## config.mk

```make
export PLATFORM = sky130hd
export DESIGN_NAME = triangle_table_point_hit_search
export DESIGN_NICKNAME = d
export VERILOG_FILES = /design/src/hdl/ttphs_pkg.sv /design/src/hdl/ttphs_ram.sv /design/src/hdl/triangle_table_point_hit_search.sv
export SDC_FILE = /design/constraint.sdc
export NUM_CORES = 2
export LEC_CHECK = 0
export ABC_CLOCK_PERIOD_IN_PS = 21600
export BUFFER_PORTS_ARGS = -buffer_cell sky130_fd_sc_hd__buf_2
export CORE_ASPECT_RATIO = 1.25
export CORE_UTILIZATION = 60
export DETAILED_ROUTE_END_ITERATION = 16
export PLACE_DENSITY = 0.78
export RECOVER_POWER = 50
export SYNTH_ARGS = -nofsm -noshare
export SYNTH_HDL_FRONTEND = slang
export SYNTH_SLANG_ARGS = --single-unit
```

## constraint.sdc

```tcl
create_clock -name aclk -period 21.6 [get_ports aclk]
set_input_delay 1.08 -clock aclk [delete_from_list [all_inputs] [get_ports aclk]]
set_output_delay 1.08 -clock aclk [all_outputs]
set_load 0.02 [all_outputs]
```

## src/hdl/ttphs_pkg.sv

```systemverilog
// Shared types, codes and the microcode program for the triangle point hit search.
package ttphs_pkg;

    localparam int ENTRY_IDX_W = 6;
    localparam int FIELD_COORD_W = 10;
    localparam int TRI_COUNT_W = 7;

    localparam logic OP_LOAD = 1'b0;
    localparam logic OP_QUERY = 1'b1;

    typedef struct packed {
        logic                     operation;
        logic [ENTRY_IDX_W-1:0]   entry_index;
        logic [FIELD_COORD_W-1:0] vertex_a_x;
        logic [FIELD_COORD_W-1:0] vertex_a_y;
        logic [FIELD_COORD_W-1:0] vertex_b_x;
        logic [FIELD_COORD_W-1:0] vertex_b_y;
        logic [FIELD_COORD_W-1:0] vertex_c_x;
        logic [FIELD_COORD_W-1:0] vertex_c_y;
        logic [FIELD_COORD_W-1:0] point_x;
        logic [FIELD_COORD_W-1:0] point_y;
    } in_item_t;

    typedef struct packed {
        logic                   hit;
        logic [ENTRY_IDX_W-1:0] hit_index;
    } out_item_t;

    typedef logic [2:0] step_t;

    localparam step_t ST_IDLE  = 3'd0;
    localparam step_t ST_CHECK = 3'd1;
    localparam step_t ST_EDGE0 = 3'd2;
    localparam step_t ST_EDGE1 = 3'd3;
    localparam step_t ST_EDGE2 = 3'd4;
    localparam step_t ST_TEST  = 3'd5;
    localparam step_t ST_DONE  = 3'd6;

    typedef enum logic [1:0] {
        EDGE_AB,
        EDGE_BC,
        EDGE_CA
    } edge_sel_t;

    typedef enum logic [2:0] {
        JC_ALWAYS,
        JC_QUERY,
        JC_END,
        JC_HIT,
        JC_OUT_FREE
    } jcond_t;

    typedef struct packed {
        logic      accept;
        logic      rd_en;
        logic      mul_en;
        edge_sel_t edge_sel;
        logic      cap0;
        logic      cap1;
        logic      test;
        logic      post;
        jcond_t    cond;
        step_t     target;
        step_t     alt;
    } uword_t;

    // One control word per step. JC_HIT takes target on a hit and alt otherwise.
    function automatic uword_t ucode_rom(input step_t pc);
        uword_t w;
        w = '{accept: 1'b0, rd_en: 1'b0, mul_en: 1'b0, edge_sel: EDGE_AB, cap0: 1'b0,
              cap1: 1'b0, test: 1'b0, post: 1'b0, cond: JC_ALWAYS, target: ST_IDLE,
              alt: ST_IDLE};
        case (pc)
            ST_IDLE: begin
                w.accept = 1'b1;
                w.cond   = JC_QUERY;
                w.target = ST_CHECK;
            end
            ST_CHECK: begin
                w.rd_en  = 1'b1;
                w.cond   = JC_END;
                w.target = ST_DONE;
            end
            ST_EDGE0: begin
                w.mul_en   = 1'b1;
                w.edge_sel = EDGE_AB;
                w.target   = ST_EDGE1;
            end
            ST_EDGE1: begin
                w.mul_en   = 1'b1;
                w.edge_sel = EDGE_BC;
                w.cap0     = 1'b1;
                w.target   = ST_EDGE2;
            end
            ST_EDGE2: begin
                w.mul_en   = 1'b1;
                w.edge_sel = EDGE_CA;
                w.cap1     = 1'b1;
                w.target   = ST_TEST;
            end
            ST_TEST: begin
                w.test   = 1'b1;
                w.cond   = JC_HIT;
                w.target = ST_DONE;
                w.alt    = ST_CHECK;
            end
            ST_DONE: begin
                w.post   = 1'b1;
                w.cond   = JC_OUT_FREE;
                w.target = ST_IDLE;
            end
            default: begin
                w.target = ST_IDLE;
            end
        endcase
        return w;
    endfunction

endpackage

```

## src/hdl/ttphs_ram.sv

```systemverilog
// Generic simple dual-port RAM (one write port, one read port) with a registered read.
module ttphs_ram #(
    parameter int WIDTH = 60,
    parameter int DEPTH = 64
) (
    input  logic                                    aclk,
    input  logic                                    we,
    input  logic [((DEPTH > 1) ? $clog2(DEPTH) : 1)-1:0] waddr,
    input  logic [WIDTH-1:0]                        wdata,
    input  logic                                    re,
    input  logic [((DEPTH > 1) ? $clog2(DEPTH) : 1)-1:0] raddr,
    output logic [WIDTH-1:0]                        rdata
);

    logic [WIDTH-1:0] mem [DEPTH];
    logic [WIDTH-1:0] rdata_reg;

    always_ff @(posedge aclk) begin
        if (we) begin
            mem[waddr] <= wdata;
        end
        if (re) begin
            rdata_reg <= mem[raddr];
        end
    end

    assign rdata = rdata_reg;

endmodule

```

## src/hdl/triangle_table_point_hit_search.sv

```systemverilog
// Top level of the triangle table point hit search.
//
// A load transaction writes one triangle entry in its accept cycle and the block is ready
// again in the next cycle. A query transaction searches entries 0 up to the configured count
// (saturated to MAX_TRIANGLES) in order and returns one result: the lowest entry that holds
// the point, or a miss. A query is run by a microcoded sequencer that drives one shared edge
// datapath, one edge per step after a read through the read port of the triangle RAM. Inputs
// are accepted only while the sequencer idles; a finished result waits in the output register
// while the next transaction is taken. Entries must be loaded before a query searches them.
module triangle_table_point_hit_search
    import ttphs_pkg::*;
#(
    parameter int MAX_TRIANGLES = 64,
    parameter int COORD_BITS = 10
) (
    input  logic                   aclk,
    input  logic                   aresetn,
    input  logic                   s_valid,
    output logic                   s_ready,
    input  in_item_t               s_data,
    output logic                   m_valid,
    input  logic                   m_ready,
    output out_item_t              m_data,
    input  logic                   cfg_wr_en,
    input  logic [TRI_COUNT_W-1:0] cfg_wr_data
);

    localparam int AW = (MAX_TRIANGLES > 1) ? $clog2(MAX_TRIANGLES) : 1;
    localparam int IW0 = $clog2(MAX_TRIANGLES + 1);
    localparam int CW = (IW0 > TRI_COUNT_W) ? IW0 : TRI_COUNT_W;
    localparam int CB = COORD_BITS;
    localparam int DW = COORD_BITS + 1;
    localparam int PW = 2 * DW;
    localparam int EW = 6 * COORD_BITS;
    localparam logic [CW-1:0] MAX_EXT = CW'(MAX_TRIANGLES);

    step_t  pc_reg, pc_next;
    uword_t uw;

    logic [TRI_COUNT_W-1:0] tri_count_reg;
    logic [CW-1:0]          limit_reg, limit_next;
    logic [CW-1:0]          index_reg, index_next;
    logic [CB-1:0]          px_reg, px_next, py_reg, py_next;
    logic                   found_reg, found_next;
    logic                   sign0_reg, sign0_next, sign1_reg, sign1_next;
    logic signed [PW-1:0]   p1_reg, p1_next, p2_reg, p2_next;
    logic                   m_valid_reg, m_valid_next;
    out_item_t              m_data_reg, m_data_next;

    logic          s_fire, load_fire, query_fire, out_free, sign_now, hit_now;
    logic [CW-1:0] cnt_ext, limit_sat;
    logic          ram_we;
    logic [AW-1:0] ram_waddr, ram_raddr;
    logic [EW-1:0] ram_wdata, ram_rdata;
    logic [CB-1:0] ax, ay, bx, by, cx, cy;
    logic [CB-1:0] x1, y1, x2, y2;
    logic signed [DW-1:0] dy, ex, dx, ey;

    assign uw = ucode_rom(pc_reg);

    assign s_ready    = uw.accept;
    assign s_fire     = s_valid && s_ready;
    assign load_fire  = s_fire && (s_data.operation == OP_LOAD);
    assign query_fire = s_fire && (s_data.operation == OP_QUERY);
    assign out_free   = !m_valid_reg || m_ready;

    assign cnt_ext   = CW'(tri_count_reg);
    assign limit_sat = (cnt_ext > MAX_EXT) ? MAX_EXT : cnt_ext;

    // Loads beyond the table are dropped.
    assign ram_we    = load_fire && (CW'(s_data.entry_index) < MAX_EXT);
    assign ram_waddr = AW'(s_data.entry_index);
    assign ram_wdata = {CB'(s_data.vertex_c_y), CB'(s_data.vertex_c_x),
                        CB'(s_data.vertex_b_y), CB'(s_data.vertex_b_x),
                        CB'(s_data.vertex_a_y), CB'(s_data.vertex_a_x)};
    assign ram_raddr = index_reg[AW-1:0];

    ttphs_ram #(
        .WIDTH(EW),
        .DEPTH(MAX_TRIANGLES)
    ) u_store (
        .aclk (aclk),
        .we   (ram_we),
        .waddr(ram_waddr),
        .wdata(ram_wdata),
        .re   (uw.rd_en),
        .raddr(ram_raddr),
        .rdata(ram_rdata)
    );

    assign ax = ram_rdata[0*CB +: CB];
    assign ay = ram_rdata[1*CB +: CB];
    assign bx = ram_rdata[2*CB +: CB];
    assign by = ram_rdata[3*CB +: CB];
    assign cx = ram_rdata[4*CB +: CB];
    assign cy = ram_rdata[5*CB +: CB];

    always_comb begin
        case (uw.edge_sel)
            EDGE_AB: begin
                x1 = ax; y1 = ay; x2 = bx; y2 = by;
            end
            EDGE_BC: begin
                x1 = bx; y1 = by; x2 = cx; y2 = cy;
            end
            EDGE_CA: begin
                x1 = cx; y1 = cy; x2 = ax; y2 = ay;
            end
            default: begin
                x1 = ax; y1 = ay; x2 = bx; y2 = by;
            end
        endcase
    end

    assign dy = $signed({1'b0, py_reg}) - $signed({1'b0, y1});
    assign ex = $signed({1'b0, x2}) - $signed({1'b0, x1});
    assign dx = $signed({1'b0, px_reg}) - $signed({1'b0, x1});
    assign ey = $signed({1'b0, y2}) - $signed({1'b0, y1});

    // The cross product is negative exactly when the first product is below the second.
    assign sign_now = (p1_reg < p2_reg);
    assign hit_now  = (sign0_reg == sign1_reg) && (sign1_reg == sign_now);

    always_comb begin
        pc_next      = pc_reg;
        limit_next   = limit_reg;
        index_next   = index_reg;
        px_next      = px_reg;
        py_next      = py_reg;
        found_next   = found_reg;
        sign0_next   = sign0_reg;
        sign1_next   = sign1_reg;
        p1_next      = p1_reg;
        p2_next      = p2_reg;
        m_valid_next = m_valid_reg;
        m_data_next  = m_data_reg;

        if (m_valid_reg && m_ready) begin
            m_valid_next = 1'b0;
        end

        if (query_fire) begin
            limit_next = limit_sat;
            index_next = '0;
            px_next    = CB'(s_data.point_x);
            py_next    = CB'(s_data.point_y);
            found_next = 1'b0;
        end

        if (uw.mul_en) begin
            p1_next = dy * ex;
            p2_next = dx * ey;
        end
        if (uw.cap0) begin
            sign0_next = sign_now;
        end
        if (uw.cap1) begin
            sign1_next = sign_now;
        end
        if (uw.test) begin
            if (hit_now) begin
                found_next = 1'b1;
            end else begin
                index_next = index_reg + 1'b1;
            end
        end
        if (uw.post && out_free) begin
            m_valid_next          = 1'b1;
            m_data_next.hit       = found_reg;
            m_data_next.hit_index = found_reg ? ENTRY_IDX_W'(index_reg) : '0;
        end

        case (uw.cond)
            JC_ALWAYS:   pc_next = uw.target;
            JC_QUERY:    pc_next = query_fire ? uw.target : pc_reg;
            JC_END:      pc_next = (index_reg >= limit_reg) ? uw.target : pc_reg + 1'b1;
            JC_HIT:      pc_next = hit_now ? uw.target : uw.alt;
            JC_OUT_FREE: pc_next = out_free ? uw.target : pc_reg;
            default:     pc_next = ST_IDLE;
        endcase
    end

    always_ff @(posedge aclk) begin
        if (!aresetn) begin
            pc_reg        <= ST_IDLE;
            m_valid_reg   <= 1'b0;
            tri_count_reg <= '0;
        end else begin
            pc_reg      <= pc_next;
            m_valid_reg <= m_valid_next;
            if (cfg_wr_en) begin
                tri_count_reg <= cfg_wr_data;
            end
        end
        limit_reg  <= limit_next;
        index_reg  <= index_next;
        px_reg     <= px_next;
        py_reg     <= py_next;
        found_reg  <= found_next;
        sign0_reg  <= sign0_next;
        sign1_reg  <= sign1_next;
        p1_reg     <= p1_next;
        p2_reg     <= p2_next;
        m_data_reg <= m_data_next;
    end

    assign m_valid = m_valid_reg;
    assign m_data  = m_data_reg;

endmodule
```

* After elaboration in Yosys (flattened, before gate mapping)
Memory sizes are Yosys's and may differ from the RTL's. A register that Yosys moved wholly into a read port is not among the register bits.
Cells that the tools add are included.
** Cells by class
- Bitwise gates (word level) :: 1
- Muxes and demuxes :: 29
- Equal/unequal tests :: 16
- Add/subtract/negate cells :: 6
- $mul :: 2
- Reductions and logical operators :: 13
- Div/mod/pow operators :: 0
- $lt $le $gt $ge :: 3
- Shift-type cells :: 0
** Operator list (number)
- case mux 10 bit (2 select lines) :: 4
- multiplier 11 x 11 -> 22 bit :: 2
- subtractor 10 x 10 -> 11 bit :: 4
- case mux 3 bit (5 select lines) :: 2
- < comparator 22 bit :: 1
- 2-to-1 mux 7 bit :: 3
- 2-to-1 mux 1 bit :: 14
- == test 3 x 2 -> 1 bit, second input constant :: 4
- == test 3 bit, second input constant :: 4
- 2-to-1 mux 3 bit :: 4
- case mux 3 bit (4 select lines) :: 1
- case mux 3 bit (3 select lines) :: 1
- adder 7 x 1 -> 7 bit, second input constant :: 1
- greater-or-equal comparator 7 bit :: 1
- > comparator 7 bit, second input constant :: 1
- == test 3 x 1 -> 1 bit, second input constant :: 2
- logical AND 1 bit :: 6
- logical NOT 3 bit :: 2
- inequality test 2 bit, second input constant :: 2
- adder 3 x 1 -> 3 bit, second input constant :: 1
- == test 1 bit :: 2
- == test 2 x 1 -> 1 bit, second input constant :: 1
- == test 2 bit, second input constant :: 1
- AND reduction 2 bit :: 1
- other kinds (5) :: 5
** Storage, ports and cells
- Bits of input ports :: 99
- Bits in read-only memories :: 0
- Bits in writable memories :: 3840
- Output and inout bits :: 9
- Memories :: 1
- Logic and storage cells :: 85
- Bits in latches :: 0
- Register bits after elaboration :: 99
** Memory list
- u_store.mem :: words 64, width 60, rd ports 1, clocked after Yosys merged registers in 1, write ports 1, line ttphs_ram.sv:15 : logic [WIDTH-1:0] mem [DEPTH];

* Longest topological paths before layout
- Depth after elaboration :: 7
- Gate-level depth with buffers :: 38
- Depth with buffers taken out :: 34

* Hierarchy
Synthesis repeated with hierarchy kept, for this count alone.
** Unflattened totals
- Cell total of the unflattened synthesis :: 7888
- Area total of the unflattened synthesis :: 163516.8 um^2
** By module, submodules not included
- ttphs_ram :: times used 1, seq. area each 117112.3 um^2, cells each 6093, area each 147111.1 um^2
- triangle_table_point_hit_search :: times used 1, seq. area each 2782.7 um^2, cells each 1795, area each 16405.7 um^2

* Worst setup path after synthesis
No wires, ideal clock.
- Path type :: flip-flop to flip-flop
- From :: register pc_reg[0]
- To :: register p1_reg[21] (data pin)
- Library setup time :: 0.260 ns
- Stages on the path, launching flop included :: 36
- Setup slack :: 13.219 ns
- Arrival :: 8.121 ns
- Required time :: 21.340 ns
- Path buffers :: 4
- Clock period less this slack :: 8.381 ns
- Path through :: dfxtp_1 > ha_1 > ha_1 > clkbuf_1 > clkbuf_1 > clkbuf_1 > a22oi_1 > o21a_1 > ha_1 > and3b_1 > o21ai_0 > a31oi_1 > maj3_2 > a311o_1 > a21oi_2 > xnor2_1 > buf_6 > and2_1 > fa_1 > inv_1 > fa_1 > fa_1 > inv_1 > fa_1 > inv_1 > fa_1 > inv_1 > ha_1 > a21o_1 > a21o_1 > a21oi_1 > a31oi_1 > o41a_1 > a21oi_1 > o21bai_1 > xnor2_1
** Between the ends
- Longest elaborated chain between the ends :: 6
- Elaborated cells between the ends (all ways) :: 12
- Those cells by class :: add/sub: 2; mul: 1; eq/ne: 5; mux: 4
** Ends and longest elaborated chain
- from (decl) :: line triangle_table_point_hit_search.sv:37 : step_t pc_reg, pc_next;
- from (signal assigned) :: line triangle_table_point_hit_search.sv:189 : pc_reg <= pc_next;
- == test 3 bit / == test 3 x 2 -> 1 bit (equally long branches) :: line ttphs_pkg.sv:73 : case (pc)
- case mux 3 bit (3 select lines) * :: line ttphs_pkg.sv:73
- == test 2 bit / == test 2 x 1 -> 1 bit (equally long branches) :: line triangle_table_point_hit_search.sv:99 : case (uw.edge_sel)
- case mux 10 bit (2 select lines) :: line triangle_table_point_hit_search.sv:99
- subtractor 10 x 10 -> 11 bit, on equally long branches :: line triangle_table_point_hit_search.sv:115, triangle_table_point_hit_search.sv:116
- multiplier 11 x 11 -> 22 bit * :: line triangle_table_point_hit_search.sv:151 : p1_next = dy * ex;
- to (signal assigned) :: line triangle_table_point_hit_search.sv:202 : p1_reg <= p1_next;
- to (decl) :: line triangle_table_point_hit_search.sv:46 : logic signed [PW-1:0] p1_reg, p1_next, p2_reg, p2_next;
Mark *: on every way between the ends. The rest lies on a longest branch, timed or not.
A chain may end at the register's enable or synchronous reset.

* Final worst setup path
- From :: register pc_reg[2]
- To :: register p1_reg[21] (data pin)
The elaborated chain is that of the path after synthesis.

==> results.md <==
- Status: finished, violations left
- Fmax: 0.09412 GHz
- Gr ovfl total: 0
- Worst-Skew Late Latency: 0.95 ns
- Yosys reg bits: 3,999
- Dpl cells: 10,780
- DIE AREA: 274,000 um2
- CORE AREA: 270,000 um2
- Antenna-violating nets left: 0
- WL per Instance: 43.74 um
- Hold path depth: 1
- IO Port Bufs: 107
- Final Core Density: 66.79%
- GP Congestion: 0.8891
- Mean Syn Cell Area: 22.42 um2
- Dpl ws: 11.53 ns
- Crit path capture type: register
- Initial DRC Count: 14,270
- RSZ-0062 raised after global routing: false
- Largest net degree at the start of global routing: 152
- First-pass GRT wire length: 686.2 mm
- Worst r2r path cells: 31
- Final #Nets: 8,104
- Die height: 585.0 um
- GRT Overall Usage: 37.03%
- Critical Path RT: 22.29 ns
- DR vias/cell: 7.480
- Hold Vio Cnt, Final: 0
- Failing checks: max-capacitance violations, max-slew violations
- CP Data Arrival Time: 11.31 ns
- Worst setup SP type: register
- Cts hold-fix bufs: 0
- H-Tree Depth: 5
- Clock Sinks: 3,999
- CTS Buffer Depth: 4
- Synth Net Count: 7,781
- Final period util: 49.19%
- Routed vias: 85,690
- Relative slew slack: -446.1%
- Most common flop cell mapped by yosys: edfxtp_1
- Cell Area, Synth: 163,200 um2
- Vias in the first global route: 85,940
- Fraction of layout cells with a size suffix above 1: 26.57%
- 1st-pass router iterations: 8
- Largest register FFs: 3,840
- Antenna violations before repair: 57
- Setup ws final: 10.97 ns
- Area growth syn-to-layout: 10.50%
- Setup violators final: 0
- Worst clock skew: 0.09763 ns
- Fraction of registers with async set/reset: 0%
- Netlist cell types: 72
- Sequential fraction of the synthesis area: 73.48%
- Starting Density: 60.44%
- Fin crit period: 10.63 ns
- Crit path kind: register to register
- Post-DP HPWL: 240.2 mm
- CP max stage delay: 1.59 ns
- Max-cap violation count: 69
- Slew @ Worst Pin: 8.192 ns
- Setup TNS: 0 ns
- Slew Limit Fails: 4,310
- CTS tree: built
- Site Rows: 213
- Synth warn: 0
- EDFF count, synth: 3,980
- TritonCTS Buffers: 371
- # DRC: 0
- Worst path slowest cell: clkbuf_1
- Die width: 468.4 um
- Total Wirelength: 501.1 mm
- Non-filler cells, final: 11,460
- CTS clock-pin slew for the worst setup and hold paths: 0.06 ns
- Setup bufs post-CTS: 0
- Crit-path most repeated cell: fa_1
- IO Pins: 108
- Crit-path max FO: 51
- Gate Count Post-Synth: 7,279
- # resized after CTS: 0
- CTS root buffer: clkbuf_16
- Worst min-delay path category: input pin to register
[logic make-up (layout without fill, tap and decap cells)]
| logic type | Yosys count | after routing | share of synthesized area [%] |
|---|---|---|---|
| buf+inv | 696 | 1297 | 1.677 |
| simple gates | 556 | 556 | 1.552 |
| mux | 1274 | 1274 | 17.49 |
| other cells | 0 | 29 | 0 |
| flops | 3999 | 3999 | 73.48 |
| compound gates | 253 | 253 | 1.083 |
| fa+ha+maj | 406 | 406 | 4.210 |
| xor+xnor | 95 | 95 | 0.5099 |
[synth_stat cells (45+ instances only)]
| cell type | instances | area (um2) |
|---|---|---|
| edfxtp_1 | 3980 | 119500 |
| mux4_2 | 1260 | 28380 |
| inv_1 | 351 | 1318 |
| nor2_1 | 240 | 900.9 |
| fa_1 | 239 | 4785 |
| clkbuf_1 | 238 | 893.4 |
| ha_1 | 164 | 2052 |
| nand2_1 | 137 | 514.2 |
| buf_2 | 84 | 420.4 |
| xnor2_1 | 72 | 630.6 |
| a21oi_1 | 56 | 280.3 |
| o21ai_0 | 54 | 270.3 |
| nor2b_1 | 45 | 281.5 |
[cell type report]
| type | count | area [um2] |
|---|---|---|
| diodes | 29 | 72.57 |
| clock buffers | 440 | 9692 |
| clock inverters | 211 | 1909 |
| fillers | 15550 | 89660 |
| inverters | 351 | 1318 |
| multi-input cells | 2584 | 41030 |
| flip-flops and latches | 3999 | 119900 |
| well taps | 3547 | 4438 |
| repair buffers | 295 | 1948 |
[routing by layer]
| metal | vias up | GRT usage (%) | part of all wire, % |
|---|---|---|---|
| li1 | 30720 | - | - |
| met1 | 44320 | 45.02 | 31 |
| met2 | 8525 | 58.71 | 48 |
| met3 | 2064 | 10.44 | 13 |
| met4 | 64 | 23.89 | 7.9 |
| met5 | - | 0 | 0.085 |
[cells in the final DEF, fill, tap and decap left out, types with 45 or more instances in the layout]
cell type and n:
nor2_4 64, ha_1 163, inv_1 350, fa_1 239
clkinv_2 75, o21ai_0 53, edfxtp_1 3980, nor2b_1 45
clkbuf_1 141, nor2_1 176, nand2_1 137, clkinv_1 61
mux4_2 1260, clkbuf_16 378, a21oi_1 56, buf_4 174
xnor2_1 72
[path summary, 6_finish.rpt]
path,start,to,slack (ns)
min,s_data[9],py_reg[9],0.31
min reg2reg,cnt_ext[3],cnt_ext[3],0.53
max reg2reg,pc_reg[2],p1_reg[21],10.97
max,pc_reg[2],p1_reg[21],10.97
[critical path, delay by kind of cell, from the launching register on]
kind,cells,cell delay (ns)
flops,1,0.87
xor+xnor,2,1.02
buf+inv,5,1.82
fa+ha+maj,7,3.04
compound gates,14,2.99
simple gates,2,0.27
mux,1,0.33
[through the flow]
step	hold WS, ns	instance area (um2)
global route	0.2993	180300
global placement	0.4865	168800
detailed placement	0.5047	168800
floorplan	0.4408	163200
CTS	0.2873	180400
finish	0.3103	180300
Power is left out: the tool's default activity adds up to more than one toggle a clock period on the data nets, which glitch-free logic cannot reach.
